===== config.mk =====
export PLATFORM = sky130hd
export DESIGN_NAME = fasta_dna_2bit_encoder
export DESIGN_NICKNAME = d
export VERILOG_FILES = /design/src/hdl/fde_pkg.sv /design/src/hdl/fde_in_stage.sv /design/src/hdl/fde_parser.sv /design/src/hdl/fde_out_stage.sv /design/src/hdl/fasta_dna_2bit_encoder.sv
export SDC_FILE = /design/constraint.sdc
export NUM_CORES = 1
export LEC_CHECK = 0
export BUFFER_PORTS_ARGS = -buffer_cell sky130_fd_sc_hd__buf_4
export CAP_MARGIN = 5
export CORE_ASPECT_RATIO = 1.25
export CORE_MARGIN = 2
export CORE_UTILIZATION = 25
export CTS_BUF_LIST = sky130_fd_sc_hd__clkbuf_4 sky130_fd_sc_hd__clkbuf_8
export CTS_CLUSTER_SIZE = 8
export DETAILED_ROUTE_END_ITERATION = 10
export HOLD_SLACK_MARGIN = 0.02
export PLACE_DENSITY = 0.38
export SLEW_MARGIN = 20
export SYNTH_ARGS = -nofsm -noshare
export SYNTH_HDL_FRONTEND = slang
export SYNTH_HIERARCHICAL = 1
export SYNTH_SLANG_ARGS = --single-unit

===== constraint.sdc =====
create_clock -name clk_i -period 8.95 [get_ports clk_i]
set_input_delay 0.895 -clock clk_i [delete_from_list [all_inputs] [get_ports clk_i]]
set_output_delay 0.895 -clock clk_i [all_outputs]
set_load 0.01 [all_outputs]

===== src/hdl/fde_pkg.sv =====
// Package with the item types and character constants of the FASTA encoder.
`default_nettype none

package fde_pkg;

  typedef struct packed {
    logic       operation;
    logic [7:0] data_byte;
  } in_item_t;

  typedef struct packed {
    logic        residue_valid;
    logic [2:0]  base_code;
    logic        record_end;
    logic        not_dna;
    logic        empty_header;
    logic [31:0] residue_count;
    logic [31:0] bad_total;
  } out_item_t;

  typedef struct packed {
    logic      valid;
    out_item_t item;
  } result_t;

  localparam logic       OP_DATA = 1'b0;
  localparam logic       OP_EOF  = 1'b1;

  localparam logic [7:0] CHAR_GT    = 8'h3E;
  localparam logic [7:0] CHAR_LF    = 8'h0A;
  localparam logic [7:0] CHAR_SPACE = 8'h20;
  localparam logic [7:0] CHAR_TAB   = 8'h09;
  localparam logic [7:0] CHAR_CR    = 8'h0D;
  localparam logic [7:0] CHAR_A     = 8'h41;
  localparam logic [7:0] CHAR_C     = 8'h43;
  localparam logic [7:0] CHAR_G     = 8'h47;
  localparam logic [7:0] CHAR_T     = 8'h54;
  localparam logic [7:0] CHAR_LO_A  = 8'h61;
  localparam logic [7:0] CHAR_LO_Z  = 8'h7A;
  localparam logic [7:0] CASE_BIT   = 8'h20;

  localparam logic [2:0] CODE_A   = 3'd0;
  localparam logic [2:0] CODE_C   = 3'd1;
  localparam logic [2:0] CODE_G   = 3'd2;
  localparam logic [2:0] CODE_T   = 3'd3;
  localparam logic [2:0] CODE_BAD = 3'd4;

  localparam logic [9:0] WINDOW_RESET = 10'd100;
  localparam logic [9:0] WINDOW_BAD_MAX = 10'h3FF;

  function automatic logic is_space(input logic [7:0] b);
    return ((b >= CHAR_TAB) && (b <= CHAR_CR)) || (b == CHAR_SPACE);
  endfunction

  function automatic logic [2:0] encode_base(input logic [7:0] b);
    logic [7:0] u;
    logic [2:0] code;
    u = ((b >= CHAR_LO_A) && (b <= CHAR_LO_Z)) ? (b - CASE_BIT) : b;
    unique case (u)
      CHAR_A:  code = CODE_A;
      CHAR_C:  code = CODE_C;
      CHAR_G:  code = CODE_G;
      CHAR_T:  code = CODE_T;
      default: code = CODE_BAD;
    endcase
    return code;
  endfunction

endpackage

`default_nettype wire


===== src/hdl/fde_in_stage.sv =====
// Input register stage that holds one accepted byte item for the parser.
`default_nettype none

module fde_in_stage (
  input  wire logic             clk_i,
  input  wire logic             rst_ni,
  input  wire logic             in_valid_i,
  output logic                  in_ready_o,
  input  wire fde_pkg::in_item_t in_data_i,
  input  wire logic             down_free_i,
  output logic                  advance_o,
  output fde_pkg::in_item_t     item_o
);

  logic              valid_q, valid_d;
  fde_pkg::in_item_t item_q;
  logic              fire;

  assign advance_o  = valid_q && down_free_i;
  assign in_ready_o = !valid_q || down_free_i;
  assign fire       = in_valid_i && in_ready_o;
  assign item_o     = item_q;

  always_comb begin
    valid_d = valid_q;
    if (fire) begin
      valid_d = 1'b1;
    end else if (advance_o) begin
      valid_d = 1'b0;
    end
  end

  always_ff @(posedge clk_i or negedge rst_ni) begin
    if (!rst_ni) begin
      valid_q <= 1'b0;
    end else begin
      valid_q <= valid_d;
    end
  end

  always_ff @(posedge clk_i) begin
    if (fire) begin
      item_q <= in_data_i;
    end
  end

endmodule

`default_nettype wire


===== src/hdl/fde_parser.sv =====
// Parser state and per-byte result logic of the FASTA encoder.
`default_nettype none

module fde_parser #(
  parameter int COUNTER_BITS = 32
) (
  input  wire logic              clk_i,
  input  wire logic              rst_ni,
  input  wire logic              advance_i,
  input  wire fde_pkg::in_item_t item_i,
  input  wire logic [9:0]        test_window_i,
  output fde_pkg::result_t       result_o
);

  localparam int XW = (COUNTER_BITS > 32) ? COUNTER_BITS : 33;

  localparam logic [1:0] MODE_PREAMBLE = 2'd0;
  localparam logic [1:0] MODE_HEADER   = 2'd1;
  localparam logic [1:0] MODE_SEQUENCE = 2'd2;

  logic [1:0]              mode_q, mode_d;
  logic                    hdr_ne_q, hdr_ne_d;
  logic [COUNTER_BITS-1:0] rr_q, rr_d;
  logic [9:0]              wb_q, wb_d;
  logic                    done_q, done_d;
  logic                    fail_q, fail_d;
  logic [COUNTER_BITS-1:0] bad_q, bad_d;

  logic [COUNTER_BITS-1:0] win_ext;
  logic                    rr_below;
  logic [9:0]              tested;
  logic                    close_fail;
  logic [2:0]              code;
  fde_pkg::result_t        res;

  function automatic logic [COUNTER_BITS-1:0] sat_inc(input logic [COUNTER_BITS-1:0] v);
    return (v == '1) ? v : v + COUNTER_BITS'(1);
  endfunction

  function automatic logic [31:0] sat32(input logic [COUNTER_BITS-1:0] v);
    logic [XW-1:0] x;
    x = XW'(v);
    return (x > XW'(32'hFFFF_FFFF)) ? 32'hFFFF_FFFF : x[31:0];
  endfunction

  assign win_ext    = COUNTER_BITS'(test_window_i);
  assign rr_below   = rr_q < win_ext;
  assign tested     = rr_below ? rr_q[9:0] : test_window_i;
  assign close_fail = done_q ? fail_q : ({wb_q, 1'b0} > {1'b0, tested});
  assign code       = fde_pkg::encode_base(item_i.data_byte);
  assign result_o   = res;

  always_comb begin
    mode_d   = mode_q;
    hdr_ne_d = hdr_ne_q;
    rr_d     = rr_q;
    wb_d     = wb_q;
    done_d   = done_q;
    fail_d   = fail_q;
    bad_d    = bad_q;
    res      = '0;

    if (item_i.operation == fde_pkg::OP_EOF) begin
      if ((mode_q == MODE_HEADER) || (mode_q == MODE_SEQUENCE)) begin
        res.valid             = 1'b1;
        res.item.record_end   = 1'b1;
        res.item.not_dna      = close_fail;
        res.item.empty_header = !hdr_ne_q;
        res.item.residue_count = sat32(rr_q);
        res.item.bad_total    = sat32(bad_q);
        done_d                = 1'b1;
        fail_d                = close_fail;
      end
      mode_d = MODE_PREAMBLE;
    end else begin
      unique case (mode_q)
        MODE_PREAMBLE: begin
          if (item_i.data_byte == fde_pkg::CHAR_GT) begin
            mode_d   = MODE_HEADER;
            hdr_ne_d = 1'b0;
            rr_d     = '0;
            wb_d     = '0;
            done_d   = 1'b0;
            fail_d   = 1'b0;
          end
        end
        MODE_HEADER: begin
          if (item_i.data_byte == fde_pkg::CHAR_LF) begin
            mode_d = MODE_SEQUENCE;
          end else begin
            hdr_ne_d = 1'b1;
          end
        end
        MODE_SEQUENCE: begin
          if (item_i.data_byte == fde_pkg::CHAR_GT) begin
            res.valid              = 1'b1;
            res.item.record_end    = 1'b1;
            res.item.not_dna       = close_fail;
            res.item.empty_header  = !hdr_ne_q;
            res.item.residue_count = sat32(rr_q);
            res.item.bad_total     = sat32(bad_q);
            mode_d   = MODE_HEADER;
            hdr_ne_d = 1'b0;
            rr_d     = '0;
            wb_d     = '0;
            done_d   = 1'b0;
            fail_d   = 1'b0;
          end else if (!fde_pkg::is_space(item_i.data_byte)) begin
            if (code == fde_pkg::CODE_BAD) begin
              bad_d = sat_inc(bad_q);
              if (rr_below && (wb_q != fde_pkg::WINDOW_BAD_MAX)) begin
                wb_d = wb_q + 10'd1;
              end
            end
            rr_d = sat_inc(rr_q);
            if (!done_q && (rr_d >= win_ext)) begin
              done_d = 1'b1;
              fail_d = {wb_d, 1'b0} > {1'b0, test_window_i};
            end
            res.valid              = 1'b1;
            res.item.residue_valid = 1'b1;
            res.item.base_code     = code;
            res.item.not_dna       = fail_d;
            res.item.empty_header  = !hdr_ne_q;
            res.item.residue_count = sat32(rr_d);
            res.item.bad_total     = sat32(bad_d);
          end
        end
        default: begin
          mode_d = MODE_PREAMBLE;
        end
      endcase
    end

    if (!advance_i) begin
      res.valid = 1'b0;
    end
  end

  always_ff @(posedge clk_i or negedge rst_ni) begin
    if (!rst_ni) begin
      mode_q   <= MODE_PREAMBLE;
      hdr_ne_q <= 1'b0;
      rr_q     <= '0;
      wb_q     <= '0;
      done_q   <= 1'b0;
      fail_q   <= 1'b0;
      bad_q    <= '0;
    end else if (advance_i) begin
      mode_q   <= mode_d;
      hdr_ne_q <= hdr_ne_d;
      rr_q     <= rr_d;
      wb_q     <= wb_d;
      done_q   <= done_d;
      fail_q   <= fail_d;
      bad_q    <= bad_d;
    end
  end

endmodule

`default_nettype wire


===== src/hdl/fde_out_stage.sv =====
// Output register stage that holds one result until the consumer takes it.
`default_nettype none

module fde_out_stage (
  input  wire logic             clk_i,
  input  wire logic             rst_ni,
  input  wire fde_pkg::result_t result_i,
  output logic                  free_o,
  output logic                  out_valid_o,
  input  wire logic             out_ready_i,
  output fde_pkg::out_item_t    out_data_o
);

  logic               valid_q;
  fde_pkg::out_item_t item_q;

  assign free_o      = !valid_q || out_ready_i;
  assign out_valid_o = valid_q;
  assign out_data_o  = item_q;

  always_ff @(posedge clk_i or negedge rst_ni) begin
    if (!rst_ni) begin
      valid_q <= 1'b0;
    end else if (free_o) begin
      valid_q <= result_i.valid;
    end
  end

  always_ff @(posedge clk_i) begin
    if (free_o && result_i.valid) begin
      item_q <= result_i.item;
    end
  end

endmodule

`default_nettype wire


===== src/hdl/fasta_dna_2bit_encoder.sv =====
// Top level of the FASTA byte stream to 2-bit nucleotide encoder.
//
//   Channel | Direction | Handshake                       | Payload
//   input   | in        | in_valid_i / in_ready_o         | in_data_i (in_item_t)
//   output  | out       | out_valid_o / out_ready_i       | out_data_o (out_item_t)
//   config  | in        | cfg_we_i                        | cfg_data_i (test window)
//
// One byte item is taken per cycle while in_ready_o is high; results pass both registers.
// The throughput is set by the single parser step between input and output registers.
// Reset clears the parser to the preamble state and loads a test window of 100.
// A stalled output only holds the pipeline when both registers are full.
`default_nettype none

module fasta_dna_2bit_encoder #(
  parameter int COUNTER_BITS = 32
) (
  input  wire logic              clk_i,
  input  wire logic              rst_ni,
  input  wire logic              in_valid_i,
  output logic                   in_ready_o,
  input  wire fde_pkg::in_item_t in_data_i,
  output logic                   out_valid_o,
  input  wire logic              out_ready_i,
  output fde_pkg::out_item_t     out_data_o,
  input  wire logic              cfg_we_i,
  input  wire logic [9:0]        cfg_data_i
);

  logic              [9:0] test_window_q;
  logic              down_free;
  logic              advance;
  fde_pkg::in_item_t item;
  fde_pkg::result_t  result;

  always_ff @(posedge clk_i or negedge rst_ni) begin
    if (!rst_ni) begin
      test_window_q <= fde_pkg::WINDOW_RESET;
    end else if (cfg_we_i) begin
      test_window_q <= cfg_data_i;
    end
  end

  fde_in_stage u_in (
    .clk_i       (clk_i),
    .rst_ni      (rst_ni),
    .in_valid_i  (in_valid_i),
    .in_ready_o  (in_ready_o),
    .in_data_i   (in_data_i),
    .down_free_i (down_free),
    .advance_o   (advance),
    .item_o      (item)
  );

  fde_parser #(
    .COUNTER_BITS (COUNTER_BITS)
  ) u_parser (
    .clk_i         (clk_i),
    .rst_ni        (rst_ni),
    .advance_i     (advance),
    .item_i        (item),
    .test_window_i (test_window_q),
    .result_o      (result)
  );

  fde_out_stage u_out (
    .clk_i       (clk_i),
    .rst_ni      (rst_ni),
    .result_i    (result),
    .free_o      (down_free),
    .out_valid_o (out_valid_o),
    .out_ready_i (out_ready_i),
    .out_data_o  (out_data_o)
  );

endmodule

`default_nettype wire


==> reports/results.txt, run 1 <==
Outcome: complete, no violations
CP Data Arrival Time: 5.28 ns
Cells after Synth: 1099
R2r worst-path depth: 14
Drt total wl: 33.3 mm
Syn Nets: 1168
Total track usage: 0.158
EDFF count, synth: 80
Worst Tran Pin Value: 1.05 ns
Synthesis-to-layout area growth: 15.6%
Pins over their slew limit: 0
H-tree Lvls: 4
Global placement routability congestion: 0.858
Req. time, crit path: 9.21 ns
WP buf/inv: 1
Comb power frac: 0.057
Synth unique cells: 79
Slowest CP cell: or4_1
# hold bufs at CTS: 0
Fin. Hold Viols: 0
TNS Setup: 0 ns
Core area: 0.0411 sq mm
Fmax achieved: 199 MHz
Sequential Power Share: 0.569
Area leader, netlist: edfxtp_1
Post-synthesis cell area: 0.0104 sq mm
Synth Area in Simple Gates: 0.211
Post-synthesis adder-cell area fraction: 0.0541
DP HPWL: 22.7 mm
Die area: 0.0433 sq mm
Area share of the largest cell type after synthesis: 0.231
Num rows: 83
Int Pwr: 1070 uW
Setup Crit Path Kind: flip-flop to flip-flop
Placed cells: 1687
Clock power frac: 0.374
Crit path capture type: flip-flop
Post-synth ARST share: 0.532
YS warnings: 6
Setup Buffers After CTS: 0
Height of the die: 232 um
ANT nets after route: 0
Initial antenna violation count: 1
Maximum vdd drop: 82.8 uV
Power density cells: 124 mW/mm^2
Max transition margin: 0.300
Via count of the first global-routing pass: 8776
Most frequent CP cell: ha_1
Top FF cell, synth: dfrtp_1
GR Overflow Total: 0
Sw Share: 0.281
CTS tree: built
Post-synthesis compound-gate area fraction: 0.168
Final setup fails: 0
Pre-antenna DRT Iters: 5
TritonCTS Sinks: 171
DRT iter0 DRCs: 737
Main combinational cell family by area after synthesis: simple AND/OR/NAND/NOR gates
I/O Buffers: 96
Sequential fraction of the synthesis area: 0.450
Largest net degree at the start of global routing: 75
Ports: 97
Vias per Instance: 5.03
Crit path depth: 14
Post-cts sizing count: 0
Post-route insts no fill: 1720
WL/cell: 19.4 um
Post-route DRC: 0
XOR/XNOR share of the synthesized area: 0.0463
RSZ-0062 raised after global routing: false
Worst Clk Skew: 0.0219 ns
Starting density of the core: 0.253
Top cells by area, synth: edfxtp_1 23%, dfrtp_1 21%, o21ai_0 5.4%
Synth Register Bits: 171
Syn_area_per_cell: 9.47 sq um
Family with the most delay on the worst path: simple AND/OR/NAND/NOR gates
Worst setup SP type: flip-flop
Global-route wire length before repair: 53.0 mm
Root buffer cell: clkbuf_8
Worst-path fanout max: 12
Maximum root-to-sink buffer count: 2
LEAKAGE: 0.00453 uW
Clock transition at the registers of the reported paths: 0.11 ns
Multiplexer area fraction after synthesis: 0.0292
Worst Hold Class: primary input to asynchronous set/reset pin
Worst skew pair latency: 0.51 ns
Net Switching: 419 uW
Max incr delay on CP: 0.81 ns
Period utilization: 0.561
Via count: 8658
Cts bufs inserted: 17
Share of layout cells above drive strength 1: 0.156
Die Span X: 186 um
Min Tclk post-route: 5.02 ns
Max-cap violations: 0
Nets@finish: 1223
Worst path cell trace: ha_1, nand4_1, or4_1, nand3_1, xor2_1, inv_1, ha_1, a2111oi_0, a21oi_1, nand4b_1, nor4bb_1, and4_4, nor4_1, a311o_1
==> state kept, by name (all words and copies together), names as in the netlist, 2 cells and up <==
| name | flops |
|---|---|
| u_in/item_o | 9 |
| u_out/out_data_o | 71 |
| u_parser/wb_q | 10 |
| test_window_q | 10 |
| u_parser/mode_q | 2 |
| u_parser/bad_q | 32 |
| u_parser/rr_q | 32 |
==> cells in the mapped netlist, drive strengths merged, types with 5 or more instances <==
cell type  number
nand2         146
o21ai         114
dfrtp          88
edfxtp         80
clkbuf         60
nor2           56
nand3          51
ha             45
a21oi          40
inv            35
xnor2          35
nand4          32
o31ai          29
nor3           20
xor2           20
a22o           19
nor4           19
and3           14
buf            13
mux2           13
o22ai          13
and4           12
mux2i          12
nand2b         12
o21a           11
and2           10
a211oi          8
nor3b           8
or3             8
nor2b           7
a31oi           6
or4             6
a21o            5
==> final timing paths <==
check | startpoint | slack [ns] | to
worst max-delay path | u_parser/rr_q[0]$_DFFE_PN0P_ | 3.93 | u_out/out_data_o[65]$_DFFE_PP_
worst min-delay path | rst_ni | 0.37 | u_parser/bad_q[20]$_DFFE_PN0P_
worst max register to register | u_parser/rr_q[0]$_DFFE_PN0P_ | 3.93 | u_out/out_data_o[65]$_DFFE_PP_
worst min register to register | u_parser/bad_q[30]$_DFFE_PN0P_ | 0.52 | u_parser/bad_q[30]$_DFFE_PN0P_
max in group asynchronous | rst_ni | 7.34 | u_parser/rr_q[7]$_DFFE_PN0P_
min in group clk_i | u_parser/bad_q[30]$_DFFE_PN0P_ | 0.52 | u_parser/bad_q[30]$_DFFE_PN0P_
==> worst reg2reg max path, delay by kind of cell, from the launching register on <==
kind / cells / cell delay (ns)
adders and majority gates: 2 / 0.71
DFF: 1 / 0.57
and+or+nand+nor: 7 / 2.28
AOI/OAI and AO/OA: 3 / 0.92
xor gates and xnor gates: 1 / 0.24
buffers and inverters: 1 / 0.07
==> per-layer routing <==
layer / part of all wire / up-vias / wire length [um] / track usage
met4: 0.017 / 0 / 550 / 0.0484
li1: - / 4181 / - / -
met5: 0 / - / 0 / 0
met2: 0.50 / 184 / 16500 / 0.272
met3: 0.034 / 27 / 1140 / 0.0255
met1: 0.45 / 4266 / 15100 / 0.204
==> cells in the final DEF, fill, tap and decap left out, types with 34 or more instances in the layout <==
cell type    n
buf_4      109
dfrtp_1     88
a21oi_1     40
xnor2_1     35
ha_1        45
inv_1       34
o21ai_0    112
nand2_1    146
nand3_1     50
edfxtp_1    80
nor2_1      54
==> stage by stage <==
step	setup WS (ns)	hold slack [ns]	power [uW]	instance area [sq um]	util
global placement	4.13	0.495	952	11700	0.283
finish	3.93	0.371	1490	12000	0.293
CTS	3.96	0.376	1530	12000	0.293
global route	3.55	0.404	1560	12000	0.293
detailed placement	4.03	0.504	952	11700	0.283
floorplan	4.72	0.468	910	10400	-
==> final cells by class <==
cell class / instances / area (sq um)
tap: 552 / 691
multi-input combinational: 820 / 5330
clock inverter: 15 / 145
sequential: 171 / 4680
timing repair buffer: 109 / 818
fill: 4408 / 29100
inverter: 35 / 131
antenna: 1 / 2.50
clock buffer: 17 / 234
==> power by group through the flow <==
stage	sequential, uW	combinational [uW]	clock, uW
5_1_grt	851	96.4	616
3_5_place_dp	865	86.4	0
3_3_place_gp	866	86.5	0
6_report	849	84.9	559
4_1_cts	849	87.2	593
2_1_floorplan	856	54.2	0
==> cells by family (layout without fill, tap and decap cells) <==
| kind of cell | Yosys count | count (layout) |
|---|---|---|
| AND/OR/NAND/NOR | 418 | 418 |
| AO/OA/AOI/OAI | 277 | 277 |
| flip-flops | 171 | 171 |
| buffers and inverters | 108 | 176 |
| XOR/XNOR | 55 | 55 |
| adder cells (fa/ha/maj) | 45 | 45 |
| multiplexers | 25 | 25 |
| other | 0 | 1 |
(Power assumes the default switching activity.)
==> run 2, diff against run 1 <==
==> constraint.sdc (replaced) <==
create_clock -name clk_i -period 5.2 [get_ports clk_i]
set_input_delay 0.52 -clock clk_i [delete_from_list [all_inputs] [get_ports clk_i]]
set_output_delay 0.52 -clock clk_i [all_outputs]
set_load 0.01 [all_outputs]
==> run 2 against run 1 <==
Compared with the run above:
- sequential share of layout area is 0.49 points lower
- register-to-register slack got worse by 3.5 ns
- global-route usage decreased by 0.16 points
- non-clock buffer count up 17
- hold slack got worse by 0.34 ns
- final cell count increased by 0.99%
- count of clock-buffer cells in the layout unchanged
- via count increased by 1.0%
- utilization is 0.37 points higher
- highest routed layer unchanged
==> reports/results.txt, run 2 (synthesized netlist as in run 1, its figures left out) <==
CTS tree: built (unchanged)
Pre-antenna DRT Iters: 7 (was 5)
Post-route DRC: 0 (unchanged)
Height of the die: 232 um (unchanged)
Most common cell after layout, fill and taps aside: nand2_1 (unchanged)
Post-cts sizing count: 0 (unchanged)
DP HPWL: 23.1 mm (was 22.7 mm)
Initial antenna violation count: 1 (unchanged)
Via count of the first global-routing pass: 8642 (was 8776)
Global-route met1 utilization: 0.201 (was 0.204)
Max reg flops: 71 (unchanged)
WL/cell: 19.2 um (was 19.4 um)
Busiest grt layer: met2 (unchanged)
M2 GR Usage: 0.272 (unchanged)
Starting density of the core: 0.253 (unchanged)
Worst path cell trace: nand3_1, or3_1, or4_1, nand3_1, xor2_1, inv_1, ha_1, a2111oi_0, a21oi_1, nand4b_1, nor4bb_1, and4_4, nor4_1, a311o_1 (was ha_1, nand4_1, or4_1, nand3_1, xor2_1, inv_1, ha_1, a2111oi_0, a21oi_1, nand4b_1, nor4bb_1, and4_4, nor4_1, a311o_1)
Comb power frac: 0.055 (was 0.057)
Pins over their slew limit: 0 (unchanged)
Drt total wl: 33.4 mm (was 33.3 mm)
Num rows: 83 (unchanged)
Reg2Reg Setup Slack: 0.48 ns (was 3.93 ns)
Fillcell total: 4439 (was 4408)
Outcome: complete, no violations (unchanged)
Worst Hold Class: primary input to asynchronous set/reset pin (unchanged)
ANT nets after route: 0 (unchanged)
Die area: 0.0433 sq mm (unchanged)
Design Area, Final: 0.0122 sq mm (was 0.0120 sq mm)
Clock transition at the registers of the reported paths: 0.10 ns (was 0.11 ns)
Fmax achieved: 212 MHz (was 199 MHz)
Worst Tran Pin Value: 1.06 ns (was 1.05 ns)
Core area: 0.0411 sq mm (unchanged)
Maximum root-to-sink buffer count: 2 (unchanged)
Largest net degree at the start of global routing: 74 (was 75)
M3 GR Usage: 0.0189 (was 0.0255)
Via count: 8746 (was 8658)
Maximum vdd drop: 143 uV (was 82.8 uV)
Worst setup SP type: flip-flop (unchanged)
Int Pwr: 1980 uW (was 1070 uW)
Max transition margin: 0.295 (was 0.300)
CP Data Arrival Time: 4.98 ns (was 5.28 ns)
Sequential Power Share: 0.548 (was 0.569)
Crit path capture type: flip-flop (unchanged)
Req. time, crit path: 5.46 ns (was 9.21 ns)
Global placement routability congestion: 0.860 (was 0.858)
Min Tclk post-route: 4.72 ns (was 5.02 ns)
Nets@finish: 1240 (was 1223)
Most frequent CP cell: nand3_1 (was ha_1)
Sw Share: 0.258 (was 0.281)
Max incr delay on CP: 0.80 ns (was 0.81 ns)
Vias per Instance: 5.04 (was 5.03)
Post-route insts no fill: 1737 (was 1720)
Area post-placement: 0.0118 sq mm (was 0.0117 sq mm)
GR Overflow Total: 0 (unchanged)
H-tree Lvls: 4 (unchanged)
WP buf/inv: 1 (unchanged)
Synthesis-to-layout area growth: 17.1% (was 15.6%)
TNS Setup: 0 ns (unchanged)
Setup Buffers After CTS: 0 (unchanged)
Die Span X: 186 um (unchanged)
Share of layout cells above drive strength 1: 0.167 (was 0.156)
Global-route wire length before repair: 52.4 mm (was 53.0 mm)
# hold bufs at CTS: 0 (unchanged)
Family with the most delay on the worst path: simple AND/OR/NAND/NOR gates (unchanged)
Placed cells: 1704 (was 1687)
Slowest CP cell: or4_1 (unchanged)
Power density cells: 219 mW/mm^2 (was 124 mW/mm^2)
Fin. Hold Viols: 0 (unchanged)
Worst Clk Skew: 0.0109 ns (was 0.0219 ns)
DRT iter0 DRCs: 573 (was 737)
Period utilization: 0.908 (was 0.561)
Worst-path fanout max: 12 (unchanged)
LEAKAGE: 0.00465 uW (was 0.00453 uW)
Cts bufs inserted: 17 (unchanged)
TritonCTS Sinks: 171 (unchanged)
Commonest non-fill, non-tap cells in the layout: 146 x nand2_1, 126 x buf_4, 112 x o21ai_0 (was 146 x nand2_1, 112 x o21ai_0, 109 x buf_4)
Net Switching: 687 uW (was 419 uW)
I/O Buffers: 96 (unchanged)
Clock power frac: 0.397 (was 0.374)
Max-cap violations: 0 (unchanged)
Root buffer cell: clkbuf_8 (unchanged)
RSZ-0062 raised after global routing: false (unchanged)
Worst skew pair latency: 0.50 ns (was 0.51 ns)
Final setup fails: 0 (unchanged)
Total track usage: 0.157 (was 0.158)
Setup Crit Path Kind: flip-flop to flip-flop (unchanged)
Ports: 97 (unchanged)
==> run 2: per-stage QoR <==
| stage | hold slack (ns) | setup WS (ns) | power, uW | util |
|---|---|---|---|---|
| floorplan | 0.224 | 0.966 | 1570 | - |
| detailed placement | 0.502 | 0.479 | 1640 | 0.286 |
| CTS | 0.0611 | 0.490 | 2720 | 0.296 |
| global route | 0.103 | 0.0132 | 2780 | 0.296 |
| global placement | 0.500 | 0.652 | 1640 | 0.286 |
| finish | 0.0347 | 0.480 | 2660 | 0.296 |
==> run 2: cell type report <==
type | count | area [sq um] | share of cell area
antenna | 1 | 2.50 | 0.000205
clock buffer | 17 | 234 | 0.0192
clock inverter | 15 | 183 | 0.0150
inverter | 35 | 131 | 0.0108
multi-input combinational | 820 | 5320 | 0.436
sequential | 171 | 4680 | 0.384
tap | 552 | 691 | 0.0567
timing repair buffer | 126 | 946 | 0.0776
==> run 2: path summary, 6_finish.rpt <==
path | cells after the start | end | startpoint
worst max register to register | 14 | u_out/out_data_o[65]$_DFFE_PP_ | u_parser/rr_q[27]$_DFFE_PN0P_
min in group clk_i | 1 | u_in/item_o[7]$_DFFE_PP_ | in_data_i[7]
worst min-delay path | 1 | u_parser/bad_q[22]$_DFFE_PN0P_ | rst_ni
worst min register to register | 1 | u_parser/bad_q[23]$_DFFE_PN0P_ | u_parser/bad_q[23]$_DFFE_PN0P_
max in group asynchronous | 2 | u_parser/rr_q[14]$_DFFE_PN0P_ | rst_ni
worst max-delay path | 14 | u_out/out_data_o[65]$_DFFE_PP_ | u_parser/rr_q[27]$_DFFE_PN0P_
==> run 2: power by group through the flow <==
stage	Clock, uW	Sequential (uW)	Combinational, uW
floorplan	0	1470	93.2
detailed placement	0	1490	147
CTS	1110	1460	149
finish	1060	1460	145
global route	1150	1470	166
global placement	0	1490	147
==> run 2: per-layer routing <==
metal  up-vias  wire length (um)
met5         -                 0
met4         0               663
met3        28               996
met2       176             16600
met1      4335             15100
li1       4207                 -
